File: config.mk
export PLATFORM = sky130hd
export DESIGN_NAME = pdb_regs
export DESIGN_NICKNAME = d
export VERILOG_FILES = /design/src/rtl/pdb_pkg.sv /design/src/rtl/pdb_regs.sv
export SDC_FILE = /design/constraint.sdc
export NUM_CORES = 1
export LEC_CHECK = 0
export BUFFER_PORTS_ARGS = -buffer_cell sky130_fd_sc_hd__buf_2
export CAP_MARGIN = 15
export CORE_ASPECT_RATIO = 1.25
export CORE_MARGIN = 2
export CORE_UTILIZATION = 53
export CTS_CLUSTER_DIAMETER = 50
export DETAILED_ROUTE_END_ITERATION = 6
export PLACE_DENSITY = 0.93
export SLEW_MARGIN = 20
export SYNTH_ARGS = -nofsm -noshare
export SYNTH_HDL_FRONTEND = slang
export SYNTH_SLANG_ARGS = --single-unit
File: constraint.sdc
create_clock -name clk -period 4.43 [get_ports clk]
set_input_delay 1.329 -clock clk [delete_from_list [all_inputs] [get_ports clk]]
set_output_delay 1.329 -clock clk [all_outputs]
set_load 0.05 [all_outputs]
File: src/rtl/pdb_pkg.sv
// Package: shared types, register map and limits for the PID controller.
`timescale 1ns / 1ps

package pdb_pkg;

  // Register indexes (byte address = 4 * index)
  localparam logic [2:0] REG_TARGET   = 3'd0;
  localparam logic [2:0] REG_GAIN_P   = 3'd1;
  localparam logic [2:0] REG_GAIN_I   = 3'd2;
  localparam logic [2:0] REG_GAIN_D   = 3'd3;
  localparam logic [2:0] REG_DEADBAND = 3'd4;

  localparam int ADDR_W = 5;
  localparam int DATA_W = 32;

  // Integral clamp on the 25-bit pre-clamp sum
  localparam logic signed [24:0] INTEGRAL_LIMIT = 25'sd6000000;
  // Drive clamp on the 35-bit shifted accumulator
  localparam logic signed [34:0] DRIVE_LIMIT    = 35'sd10000;

  typedef struct packed {
    logic signed [15:0] target_value;
    logic signed [23:0] gain_prop;
    logic signed [23:0] gain_integ;
    logic signed [23:0] gain_deriv;
    logic        [14:0] deadband_limit;
  } cfg_t;

endpackage

File: src/rtl/pdb_regs.sv
// Configuration register file behind the APB-style port.
`timescale 1ns / 1ps

module pdb_regs (
  input  logic                        clk,
  input  logic                        rst_n,
  input  logic                        psel,
  input  logic                        penable,
  input  logic                        pwrite,
  input  logic [pdb_pkg::ADDR_W-1:0]  paddr,
  input  logic [pdb_pkg::DATA_W-1:0]  pwdata,
  output logic [pdb_pkg::DATA_W-1:0]  prdata,
  output logic                        pready,
  output pdb_pkg::cfg_t               cfg
);

  pdb_pkg::cfg_t cfg_r;
  pdb_pkg::cfg_t cfg_nxt;
  logic [2:0]    idx;
  logic          wr_en;

  assign idx    = paddr[4:2];
  assign wr_en  = psel & penable & pwrite;
  assign pready = 1'b1;
  assign cfg    = cfg_r;

  always_comb begin
    cfg_nxt = cfg_r;
    if (wr_en) begin
      unique case (idx)
        pdb_pkg::REG_TARGET:   cfg_nxt.target_value   = pwdata[15:0];
        pdb_pkg::REG_GAIN_P:   cfg_nxt.gain_prop      = pwdata[23:0];
        pdb_pkg::REG_GAIN_I:   cfg_nxt.gain_integ     = pwdata[23:0];
        pdb_pkg::REG_GAIN_D:   cfg_nxt.gain_deriv     = pwdata[23:0];
        pdb_pkg::REG_DEADBAND: cfg_nxt.deadband_limit = pwdata[14:0];
        default:               cfg_nxt = cfg_r;
      endcase
    end
  end

  always_ff @(posedge clk) begin
    if (!rst_n) begin
      cfg_r <= '0;
    end else begin
      cfg_r <= cfg_nxt;
    end
  end

  always_comb begin
    unique case (idx)
      pdb_pkg::REG_TARGET:   prdata = {16'd0, cfg_r.target_value};
      pdb_pkg::REG_GAIN_P:   prdata = {8'd0, cfg_r.gain_prop};
      pdb_pkg::REG_GAIN_I:   prdata = {8'd0, cfg_r.gain_integ};
      pdb_pkg::REG_GAIN_D:   prdata = {8'd0, cfg_r.gain_deriv};
      pdb_pkg::REG_DEADBAND: prdata = {17'd0, cfg_r.deadband_limit};
      default:               prdata = '0;
    endcase
  end

endmodule

# After elaboration in Yosys (flattened, before gate mapping)
# Cells that the tools add are included.
[word_totals]
ff_bits = 103
inputBits = 42
output_inout_bits = 136
word_cells = 18
[op_classes]
n_eq_ne = 4
mux = 1
bitwise = 2
n_reduce_logical = 6
[op_table]
columns = ["operator", "n"]
rows = [
  ["one-hot mux 24 bit (5 select lines)", 1],
  ["AND reduction 2 bit", 5],
  ["== test 3 x 2 -> 1 bit, second input constant", 2],
  ["== test 3 x 1 -> 1 bit, second input constant", 1],
  ["== test 3 bit, second input constant", 1],
  ["logical NOT 3 bit", 1],
  ["bitwise AND 1 bit", 2],
]

# Logic depth before layout (Yosys ltp)
# Gate-level depths: netlist (run 1).
[depth]
word_depth = 3
ltp_mapped = 7
ltp_nobuf = 3

# Worst setup path before layout (run 1)
# Ideal clock, no wire load.
[synth_timing]
kind = "input port to output port"
from = "in paddr[3] in the netlist's numbering"
to = "out prdata[14] in the netlist's numbering"
t_arrival_ns = 2.901
required_ns = 3.101
slack_ns = 0.200
path_stages = 6
path_buffers = 3
cell_sequence = "buf_4 buf_2 buf_4 and3b_1 a21oi_1 o22ai_1"
[synth_between]
elab_chain_len = 2
elab_cells_between_ends = 6
cone_classes = "eq/ne (4); mux (1); reduce/logical (1)"
[synth_rtl]
columns = ["item", "line", "rtl"]
rows = [
  ["start: declaration", "pdb_regs.sv:10", "input logic [pdb_pkg::ADDR_W-1:0] paddr,"],
  ["== test 3 bit, or another cell as far along", "pdb_regs.sv:50", "unique case (idx)"],
  ["one-hot mux 24 bit (5 select lines) *", "pdb_regs.sv:50", ""],
  ["end: declaration", "pdb_regs.sv:12", "output logic [pdb_pkg::DATA_W-1:0] prdata,"],
]
# Every way passes the cells marked *; elsewhere a longest branch is shown, timed or not.

# Worst setup path in the final report (run 1)
[layout_timing]
from = "in paddr[3] in the netlist's numbering"
to = "out prdata[11] in the netlist's numbering"
# The elaborated chain is that of the path after synthesis.

==> results.txt, run 1 <==
----------------------------------------------------
[Power]
  Pwr dens ... ~300 nW/um^2
  Worst supply voltage drop on vdd ... approximately 0.26 mV
  Static Leak ... about 2.7 nW

[Critical path]
  Crit path cell chain ... buf_2 > buf_12 > mux2i_1 > o22ai_1 > a21o_1 > buf_2
  CP max FO ... 20
  CP delay by family, top ... buffers and inverters
  Count of buffer and inverter cells on the critical path ... 3
  Startpoint kind of the worst setup timing path ... input pin
  R2R cell count ... 2
  Critical setup path kind ... input pin to output pin
  Crit path arrival time ... 2.75 ns
  Worst endpoint required time ... 3.10 ns
  Register-to-register path setup slack ... between 3 and 4 ns
  Most used cell along the critical path ... buf_2
  Slowest stage cell, crit path ... buf_2
  Worst reg2reg startpoint ... cfg[58]
  Endpoint of the worst register-to-register path ... cfg[58]
  Startpoint of the most critical setup path ... paddr[3]
  Delay of the slowest critical-path stage ... ~0.40 ns
  Worst path depth ... 6
  Last element of the critical path ... prdata[11]
  Critical Path Sink Type ... output pin

[Timing]
  Final setup margin ... roughly 0.35 ns
  Hold violation total from the final report ... 0
  RSZ-0062 raised after global routing ... no
  Slew at the pin closest to its max-slew limit ... approximately 1.1 ns
  Final TNS setup ... 0 ns
  Pins Over Slew Limit ... 0
  Final-layout worst hold slack ... approximately 0.47 ns
  Max Fclk ... ~250 MHz
  Number of failing setup endpoints in the final timing report ... 0
  Post-layout min period ... around 4.1 ns
  Ratio of final minimum period to clock period ... between 90% and 100%
  Slew HR ... 27.5%
  Worst clock skew ... 0 ns

[Hold path]
  Cell depth of the worst hold path ... 2
  Worst min path class ... flop to flop

[CTS]
  CTS tree ... built
  Post-cts hold buffer count ... 0
  Number of buffers inserted during clock tree synthesis ... 9
  Clk_lat worst skew ... 0.35 ns
  Bufs on Longest Clock Path ... 2
  Post-CTS Setup Repair Bufs ... 0
  H-tree depth ... 3
  # clock sinks ... roughly 100
  Root buffer cell ... clkbuf_8
  Resized cells post-CTS ... 0
  Reg clk slew, reported paths ... around 0.090 ns

[Final layout]
  N_diodes ... 0
  Number of standard cells in the layout, taps in and fillers out ... 745
  Commonest non-fill, non-tap cell in the layout ... buf_2
  Fin util ... approximately 66%
  Fraction of final layout cells with drive strength greater than 1 ... a little under a third
  Area growth, synth to finish ... 20.2%
  Most frequent cells in the layout ... 157 x buf_2, 131 x mux2i_1, 127 x nand2_1, 103 x dfxtp_1, 13 x o22ai_1
  # nets final ... between 600 and 700
  Max FFs per register ... ~100

[Route]
  Total Routed Length ... roughly 12000 um
  DRC marker count from the first detailed-route iteration ... 218
  Post-detailed-route count of antenna-violating nets ... 0
  Avg Vias per Cell ... 5.42
  Vias after detailed routing ... ~4000
  Number of detailed-routing iterations run before antenna repair ... 7
  Number of design rule violations left after detail routing ... 0
  Routed length on met2 ... approximately 6300 um
  Routed met3 length ... roughly 670 um
  Top routing layer used ... met4
  Wire length per cell after detailed routing ... approximately 17 um
  Length of routed wiring on met1 ... 5100 um

[Place]
  Placed cell count ... around 730
  Half-perimeter wire length of the detailed placement result ... between 8000 and 9000 um
  Worst slack, placed ... ~0.35 ns
  GPL Wtd Cong ... 0.851
  Buffers added on ports ... between 150 and 200

[Yosys]
  Netlist area before placement ... about 4700 um^2
  Portion of the post-synthesis area used by sequential elements ... 43.7%
  YS warnings ... 0
  Synthesized area per cell ... 9.79 um^2
  Flop and latch count out of synthesis ... 103
  Yosys cell types ... 31
  Instance count of the mapped netlist ... roughly 480

[GRT]
  Via count of the first global-routing pass ... 3905
  Total overflow reported by the global router ... 0
  Combined global-route utilization of all metal layers ... approximately a quarter
  First-pass GRT wire length ... between 15000 and 20000 um
  Antenna violations before repair ... 0
  Maximum number of pins on one net before global-route repair ... 111

[Floorplan]
  I/O pin count ... between 150 and 200
  Area enclosed by the die boundary ... about 9700 um^2
  Starting density of the core ... a little over half
  Height of the chip ... 110 um
  FP Rows ... 38
  Placeable core area ... ~8700 um^2
  Die boundary width ... 88.4 um

[Outcome]
  Result of the run ... finished, final reports clean

[Flow run]
  Count of maximum capacitance violations ... 0

----------------------------------------------------
-- synth_stat cells, drive strengths merged --
master	n	area [um^2]
and2	1	6.26
a21o	12	90.1
a21oi	1	5.00
and3	1	6.26
mux2	9	101
nor2b	3	18.8
mux2i	131	1310
and3b	2	17.5
and4	1	8.76
o22ai	13	81.3
conb	2	7.51
nand2b	1	6.26
mux4	1	22.5
nand2	128	483
nor2	9	33.8
o21a	1	7.51
clkbuf	14	52.6
and4b	1	13.8
o21ai	2	10.0
dfxtp	103	2060
a2bb2oi	1	8.76
buf	33	265
nor3b	1	18.8
o2bb2ai	1	8.76
a22oi	9	67.6
or2	1	6.26
-- cell type report --
class                   instances  area [um^2]
fillers                       714         2980
multi-input cells             339         2370
well taps                     120          150
clock buffers                  11          151
flip-flops and latches        103         2060
repair buffers                167          886
clock inverters                 5         56.3
-- report_power, final --
group	switching (W)	total (W)	leakage, nW	internal, W
Sequential	0.00000541	0.000937	0.830	0.000932
Combinational	0.000120	0.000164	1.81	0.0000443
Clock	0.000314	0.000605	0.105	0.000291
Total	0.000439	0.00171	2.74	0.00127
-- cells by family after synthesis --
| group | after synthesis | synth area share (%) |
|---|---|---|
| AO/OA/AOI/OAI | 40 | 5.91 |
| buffers and inverters | 47 | 6.73 |
| flip-flops | 103 | 43.7 |
| multiplexers | 141 | 30.4 |
| other | 2 | 0.159 |
| AND/OR/NAND/NOR | 149 | 13.1 |
-- stage by stage --
stage          total power [W]  instance area, um^2
2_1_floorplan          0.00108                 4750
3_3_place_gp           0.00112                 5470
3_5_place_dp           0.00112                 5470
4_1_cts                0.00171                 5680
5_1_grt                0.00177                 5680
6_report               0.00171                 5680
-- worst register-to-register path, stage by stage (launching register included) --
cell,delay (ns)
dfxtp_1,0.38
nand2_1,0.07
mux2i_1,0.18
-- per-layer routing --
metal | global-route usage, % | up-vias
li1 | - | 1912
met1 | 29.6 | 1938
met2 | 42.9 | 165
met3 | 5.78 | 25
met4 | 12.8 | 0
met5 | 0 | -
-- how the worst min path moves through the flow --
stage                     startpoint      end
after floorplan              cfg[53]  cfg[53]
after CTS                    cfg[80]  cfg[80]
after detailed placement     cfg[75]  cfg[75]
after global placement       cfg[82]  cfg[82]
final                        cfg[75]  cfg[75]
after global routing         cfg[14]  cfg[14]
Power figures use the tool's default switching activity.
==> inputs of run 2 (changes only) <==
--- a/config.mk
+++ b/config.mk
@@ -5,7 +5,7 @@
 export SDC_FILE = /design/constraint.sdc
 export NUM_CORES = 1
 export LEC_CHECK = 0
-export BUFFER_PORTS_ARGS = -buffer_cell sky130_fd_sc_hd__buf_2
+export BUFFER_PORTS_ARGS = -buffer_cell sky130_fd_sc_hd__clkbuf_2
 export CAP_MARGIN = 15
 export CORE_ASPECT_RATIO = 1.25
 export CORE_MARGIN = 2
==> results.txt, run 2 (synthesis results as in run 1) <==
----------------------------------------------------
[Timing]
  Final TNS setup ... 0 ns (unchanged)
  RSZ-0062 raised after global routing ... no (unchanged)
  Worst clock skew ... 0 ns (unchanged)
  Max Fclk ... 244 MHz (was 245 MHz)
  Post-layout min period ... 4.10 ns (was 4.08 ns)
  Number of failing setup endpoints in the final timing report ... 0 (unchanged)
  Ratio of final minimum period to clock period ... 92.6% (was 92.1%)
  Slew at the pin closest to its max-slew limit ... 1.07 ns (was 1.09 ns)
  Slew HR ... 28.5% (was 27.5%)
  Hold violation total from the final report ... 0 (unchanged)
  Pins Over Slew Limit ... 0 (unchanged)

[Floorplan]
  I/O pin count ... 178 (unchanged)
  Die boundary width ... 88.4 um (unchanged)
  FP Rows ... 38 (unchanged)
  Height of the chip ... 110 um (unchanged)
  Starting density of the core ... 54.6% (unchanged)
  Placeable core area ... 8650 um^2 (unchanged)
  Area enclosed by the die boundary ... 9680 um^2 (unchanged)

[Power]
  Static Leak ... 2.62 nW (was 2.74 nW)
  Worst supply voltage drop on vdd ... 0.231 mV (was 0.258 mV)
  Pwr dens ... 293 nW/um^2 (was 301 nW/um^2)

[Final layout]
  N_diodes ... 0 (unchanged)
  Number of standard cells in the layout, taps in and fillers out ... 747 (was 745)
  Post-layout instance area ... 5660 um^2 (was 5680 um^2)
  Most frequent cells in the layout ... 156 x clkbuf_2, 131 x mux2i_1, 127 x nand2_1, 103 x dfxtp_1, 13 x o22ai_1 (was 157 x buf_2, 131 x mux2i_1, 127 x nand2_1, 103 x dfxtp_1, 13 x o22ai_1)
  Area growth, synth to finish ... 19.9% (was 20.2%)
  Max FFs per register ... 103 (unchanged)
  Fraction of final layout cells with drive strength greater than 1 ... 30.5% (was 30.4%)
  # nets final ... 664 (was 662)
  Commonest non-fill, non-tap cell in the layout ... clkbuf_2 (was buf_2)
  Fin util ... 65.4% (was 65.6%)

[Critical path]
  Delay of the slowest critical-path stage ... 0.60 ns (was 0.40 ns)
  Count of buffer and inverter cells on the critical path ... 2 (was 3)
  Crit path arrival time ... 2.77 ns (was 2.75 ns)
  Crit path cell chain ... clkbuf_2 > nand2b_1 > o22ai_1 > a21o_1 > clkbuf_2 (was buf_2 > buf_12 > mux2i_1 > o22ai_1 > a21o_1 > buf_2)
  Critical Path Sink Type ... output pin (unchanged)
  Startpoint kind of the worst setup timing path ... input pin (unchanged)
  CP max FO ... 13 (was 20)
  Slowest stage cell, crit path ... nand2b_1 (was buf_2)
  Most used cell along the critical path ... clkbuf_2 (was buf_2)
  CP delay by family, top ... simple AND/OR/NAND/NOR gates (was buffers and inverters)
  Critical setup path kind ... input pin to output pin (unchanged)
  Worst endpoint required time ... 3.10 ns (about the same)
  Register-to-register path setup slack ... 3.71 ns (was 3.72 ns)

[Route]
  Length of routed wiring on met1 ... 5070 um (was 5100 um)
  Routed length on met2 ... 6400 um (was 6290 um)
  Wire length per cell after detailed routing ... 16.7 um (was 16.6 um)
  Number of design rule violations left after detail routing ... 0 (unchanged)
  DRC marker count from the first detailed-route iteration ... 215 (was 218)
  Vias after detailed routing ... 4045 (was 4040)
  Total Routed Length ... 12400 um (about the same)
  Avg Vias per Cell ... 5.41 (was 5.42)
  Post-detailed-route count of antenna-violating nets ... 0 (unchanged)
  Number of detailed-routing iterations run before antenna repair ... 5 (was 7)
  Top routing layer used ... met4 (unchanged)
  Routed met3 length ... 756 um (was 671 um)

[CTS]
  # clock sinks ... 103 (unchanged)
  Resized cells post-CTS ... 0 (unchanged)
  Reg clk slew, reported paths ... 0.09 ns (about the same)
  Bufs on Longest Clock Path ... 2 (unchanged)
  Post-CTS Setup Repair Bufs ... 0 (unchanged)
  Clk_lat worst skew ... 0.36 ns (was 0.35 ns)
  Post-cts hold buffer count ... 0 (unchanged)
  Number of buffers inserted during clock tree synthesis ... 9 (unchanged)
  H-tree depth ... 3 (unchanged)
  CTS tree ... built (unchanged)
  Root buffer cell ... clkbuf_8 (unchanged)

[GRT]
  Total overflow reported by the global router ... 0 (unchanged)
  Via count of the first global-routing pass ... 3904 (was 3905)
  Antenna violations before repair ... 0 (unchanged)
  First-pass GRT wire length ... 19200 um (was 18900 um)
  Combined global-route utilization of all metal layers ... 25.7% (was 25.3%)
  Maximum number of pins on one net before global-route repair ... 111 (unchanged)

[Place]
  Placed inst area ... 5470 um^2 (about the same)
  GPL Wtd Cong ... 0.829 (was 0.851)
  Placed cell count ... 731 (was 729)
  Buffers added on ports ... 158 (unchanged)
  Half-perimeter wire length of the detailed placement result ... 8610 um (was 8580 um)

[Flow run]
  Count of maximum capacitance violations ... 0 (unchanged)

[Hold path]
  Worst min path class ... flop to flop (unchanged)

[Outcome]
  Result of the run ... finished, final reports clean (unchanged)

----------------------------------------------------
## run 2: cell count changes in the layout (fill, tap and decap cells not counted)
cell / before / now
buf_2: 157 / 0
clkbuf_2: 0 / 156
buf_4: 8 / 12
buf_12: 2 / 1
bufinv_16: 1 / 0
clkbuf_1: 0 / 1
clkinv_2: 2 / 1
clkinv_4: 1 / 2
## run 2: area by class of cell
cell class | count | area [um^2]
fill | 731 | 2990
multi-input combinational | 339 | 2370
sequential | 103 | 2060
timing repair buffer | 169 | 891
clock buffer | 12 | 155
tap | 120 | 150
clock inverter | 4 | 30.0
## run 2: path summary, 6_finish.rpt
path | start | cells past startpoint | to
max | paddr[4] | 5 | prdata[13]
min | cfg[81] | 2 | cfg[81]
max reg2reg | cfg[95] | 2 | cfg[95]
min reg2reg | cfg[81] | 2 | cfg[81]
## run 2: metrics by stage
stage | hold WS (ns) | worst slack [ns] | total power, W
2_1_floorplan | 0.681 | 0.200 | 0.00108
3_3_place_gp | 0.450 | 0.368 | 0.00112
3_5_place_dp | 0.465 | 0.348 | 0.00112
4_1_cts | 0.478 | 0.344 | 0.00166
5_1_grt | 0.501 | 0.208 | 0.00172
6_report | 0.478 | 0.330 | 0.00166
## run 2: per-layer routing
layer	track usage (%)	up-vias
li1	-	1911
met1	30.1	1935
met2	45.1	177
met3	6.16	22
met4	9.63	0
met5	0	-
## run 2: tightest hold or removal path, cell delays in order, from the launching register on
cell     delay [ns]
dfxtp_1        0.33
nand2_1        0.05
mux2i_1        0.05
## run 2: report_power, final
part           switching [W]  total [W]  internal [W]
logic               0.000120   0.000163     0.0000432
clock network       0.000321   0.000558      0.000237
registers         0.00000552   0.000938      0.000932
==> inputs of run 3 (changes only) <==
--- a/config.mk
+++ b/config.mk
@@ -5,14 +5,14 @@
 export SDC_FILE = /design/constraint.sdc
 export NUM_CORES = 1
 export LEC_CHECK = 0
-export BUFFER_PORTS_ARGS = -buffer_cell sky130_fd_sc_hd__clkbuf_2
 export CAP_MARGIN = 15
 export CORE_ASPECT_RATIO = 1.25
 export CORE_MARGIN = 2
-export CORE_UTILIZATION = 53
+export CORE_UTILIZATION = 54
 export CTS_CLUSTER_DIAMETER = 50
 export DETAILED_ROUTE_END_ITERATION = 6
-export PLACE_DENSITY = 0.93
+export DONT_BUFFER_PORTS = 1
+export PLACE_DENSITY = 0.77
 export SLEW_MARGIN = 20
 export SYNTH_ARGS = -nofsm -noshare
 export SYNTH_HDL_FRONTEND = slang
==> constraint.sdc (replaced) <==
create_clock -name clk -period 4.4 [get_ports clk]
set_input_delay 1.32 -clock clk [delete_from_list [all_inputs] [get_ports clk]]
set_output_delay 1.32 -clock clk [all_outputs]
set_load 0.05 [all_outputs]
==> results.txt, run 3 (synthesis results as in run 1) <==
----------------------------------------------------
[Outcome]
  Result of the run ... finished, final reports clean (unchanged)

[Final layout]
  # nets final ... 508 (was 664)
  Fraction of final layout cells with drive strength greater than 1 ... 7.45% (was 30.5%)
  Commonest non-fill, non-tap cell in the layout ... mux2i_1 (was clkbuf_2)
  Number of filler cells placed in the layout ... 760 (was 731)
  Post-layout instance area ... 4920 um^2 (was 5660 um^2)
  Max FFs per register ... 103 (unchanged)
  Most frequent cells in the layout ... 131 x mux2i_1, 127 x nand2_1, 103 x dfxtp_1, 13 x o22ai_1, 13 x buf_4 (was 156 x clkbuf_2, 131 x mux2i_1, 127 x nand2_1, 103 x dfxtp_1, 13 x o22ai_1)
  N_diodes ... 0 (unchanged)
  Area growth, synth to finish ... 4.21% (was 19.9%)

[Route]
  Avg Vias per Cell ... 5.67 (was 5.41)
  Number of detailed-routing iterations run before antenna repair ... 4 (was 5)
  Post-detailed-route count of antenna-violating nets ... 0 (unchanged)
  Vias after detailed routing ... 3348 (was 4045)
  Total Routed Length ... 11200 um (was 12400 um)
  Number of design rule violations left after detail routing ... 0 (unchanged)
  Wire length per cell after detailed routing ... 19.0 um (was 16.7 um)
  DRC marker count from the first detailed-route iteration ... 154 (was 215)

[Floorplan]
  Height of the chip ... 109 um (was 110 um)
  Die boundary width ... 87.6 um (was 88.4 um)
  Area enclosed by the die boundary ... 9510 um^2 (was 9680 um^2)
  Placeable core area ... 8610 um^2 (was 8650 um^2)
  I/O pin count ... 178 (unchanged)
  FP Rows ... 38 (unchanged)
  Starting density of the core ... 54.9% (was 54.6%)

[CTS]
  Reg clk slew, reported paths ... 0.09 ns (about the same)
  Post-CTS Setup Repair Bufs ... 0 (unchanged)
  CTS tree ... built (unchanged)
  Number of buffers inserted during clock tree synthesis ... 9 (unchanged)
  Bufs on Longest Clock Path ... 2 (unchanged)
  Post-cts hold buffer count ... 0 (unchanged)
  Root buffer cell ... clkbuf_8 (unchanged)
  # clock sinks ... 103 (unchanged)
  H-tree depth ... 3 (unchanged)
  Clk_lat worst skew ... 0.36 ns (about the same)
  Resized cells post-CTS ... 0 (unchanged)

[Critical path]
  Crit path arrival time ... 2.48 ns (was 2.77 ns)
  Register-to-register path setup slack ... 3.34 ns (was 3.71 ns)
  Startpoint of the most critical setup path ... paddr[4] (unchanged)
  Worst reg2reg startpoint ... cfg[22] (was cfg[95])
  CP max FO ... 18 (was 13)
  Worst endpoint required time ... 3.08 ns (was 3.10 ns)
  Startpoint kind of the worst setup timing path ... input pin (unchanged)
  R2R cell count ... 2 (unchanged)
  Endpoint of the worst register-to-register path ... cfg[22] (was cfg[95])
  Critical setup path kind ... input pin to output pin (unchanged)
  Critical Path Sink Type ... output pin (unchanged)

[Power]
  Sw power ... 0.000401 W (was 0.000447 W)
  Worst supply voltage drop on vdd ... 0.239 mV (was 0.231 mV)
  Fraction of power consumed by combinational cells ... 4.6% (was 9.8%)
  Switching power as a share of total power ... 23.0% (was 27.0%)
  Proportion of power drawn by flip-flops and latches ... 55.6% (was 56.5%)
  Pwr dens ... 354 nW/um^2 (was 293 nW/um^2)
  Static Leak ... 1.94 nW (was 2.62 nW)
  Power share of the clock group ... 39.8% (was 33.6%)
  P_int ... 0.00134 W (was 0.00121 W)

[GRT]
  Combined global-route utilization of all metal layers ... 23.3% (was 25.7%)
  Total overflow reported by the global router ... 0 (unchanged)
  Maximum number of pins on one net before global-route repair ... 128 (was 111)
  Via count of the first global-routing pass ... 3404 (was 3904)
  First-pass GRT wire length ... 17100 um (was 19200 um)
  Antenna violations before repair ... 0 (unchanged)

[Timing]
  Final TNS setup ... 0 ns (unchanged)
  RSZ-0062 raised after global routing ... no (unchanged)
  Slew HR ... 25.7% (was 28.5%)
  Slew at the pin closest to its max-slew limit ... 1.11 ns (was 1.07 ns)
  Pins Over Slew Limit ... 0 (unchanged)
  Max Fclk ... ~260 MHz
  Worst clock skew ... 0 ns (unchanged)
  Number of failing setup endpoints in the final timing report ... 0 (unchanged)
  Hold violation total from the final report ... 0 (unchanged)
  Post-layout min period ... 3.80 ns
  Ratio of final minimum period to clock period ... roughly 86%
  Final-layout worst hold slack ... 0.714 ns (was 0.478 ns)

[Hold path]
  Launch point of the worst hold path ... cfg[34] (was cfg[81])
  Cell depth of the worst hold path ... 2 (unchanged)
  Worst min path class ... flop to flop (unchanged)
  Min-Delay Endpoint ... cfg[34] (was cfg[81])

[Place]
  Buffers added on ports ... 0 (was 158)
  Half-perimeter wire length of the detailed placement result ... 7220 um (was 8610 um)
  GPL Wtd Cong ... 0.743 (was 0.829)
  Placed inst area ... 4680 um^2 (was 5470 um^2)

[Flow run]
  Count of maximum capacitance violations ... 0 (unchanged)

----------------------------------------------------
==> run 3: cell types whose count changed in the layout (fill, tap and decap cells not counted), sizes merged <==
cell and change:
clkbuf -159, bufinv +3, clkinv -3, inv +2
==> run 3: area by class of cell <==
class                      instances  area [um^2]  area share (%)
clock buffer                       9          124            2.52
timing repair buffer              13         97.6            1.98
sequential                       103         2060            41.9
multi-input combinational        339         2370            48.2
clock inverter                     6          115            2.34
tap                              120          150            3.05
==> run 3: stage by stage <==
step / setup slack (ns) / utilization, % / instances / total power [W]
2_1_floorplan: 0.188 / - / 489 / 0.00109
3_3_place_gp: 0.587 / 54.4 / 575 / 0.00107
3_5_place_dp: 0.555 / 54.4 / 575 / 0.00107
4_1_cts: 0.551 / 57.2 / 590 / 0.00176
5_1_grt: 0.529 / 57.2 / 590 / 0.00180
6_report: 0.603 / 57.2 / 590 / 0.00174
==> run 3: worst max-delay path by stage <==
| stage | endpoint | slack (ns) | depth (start not counted) |
|---|---|---|---|
| after floorplan | prdata[14] | 0.19 | 6 |
| after global placement | prdata[11] | 0.59 | 3 |
| after detailed placement | prdata[4] | 0.55 | 3 |
| after CTS | prdata[4] | 0.55 | 3 |
| after global routing | prdata[4] | 0.53 | 3 |
| final | prdata[4] | 0.60 | 3 |
==> run 3: critical path, stage by stage <==
cell	delay, ns
nand2b_1	0.42
o22ai_1	0.33
a21o_1	0.39
==> run 3: power by group through the flow <==
stage / sequential (W) / combinational, W / clock (W)
finish: 0.000969 / 0.0000797 / 0.000694
global route: 0.000970 / 0.0000854 / 0.000746
CTS: 0.000969 / 0.0000806 / 0.000713
detailed placement: 0.000991 / 0.0000804 / 0
global placement: 0.000990 / 0.0000781 / 0
floorplan: 0.000989 / 0.000102 / 0
==> run 3: routing by layer <==
metal / up-vias / GRT usage [%] / share of wire (%)
li1: 1589 / - / -
met1: 1618 / 26.1 / 41
met2: 134 / 41.2 / 50
met3: 7 / 7.79 / 8.2
met4: 0 / 7.03 / 0.95
met5: - / 0 / 0
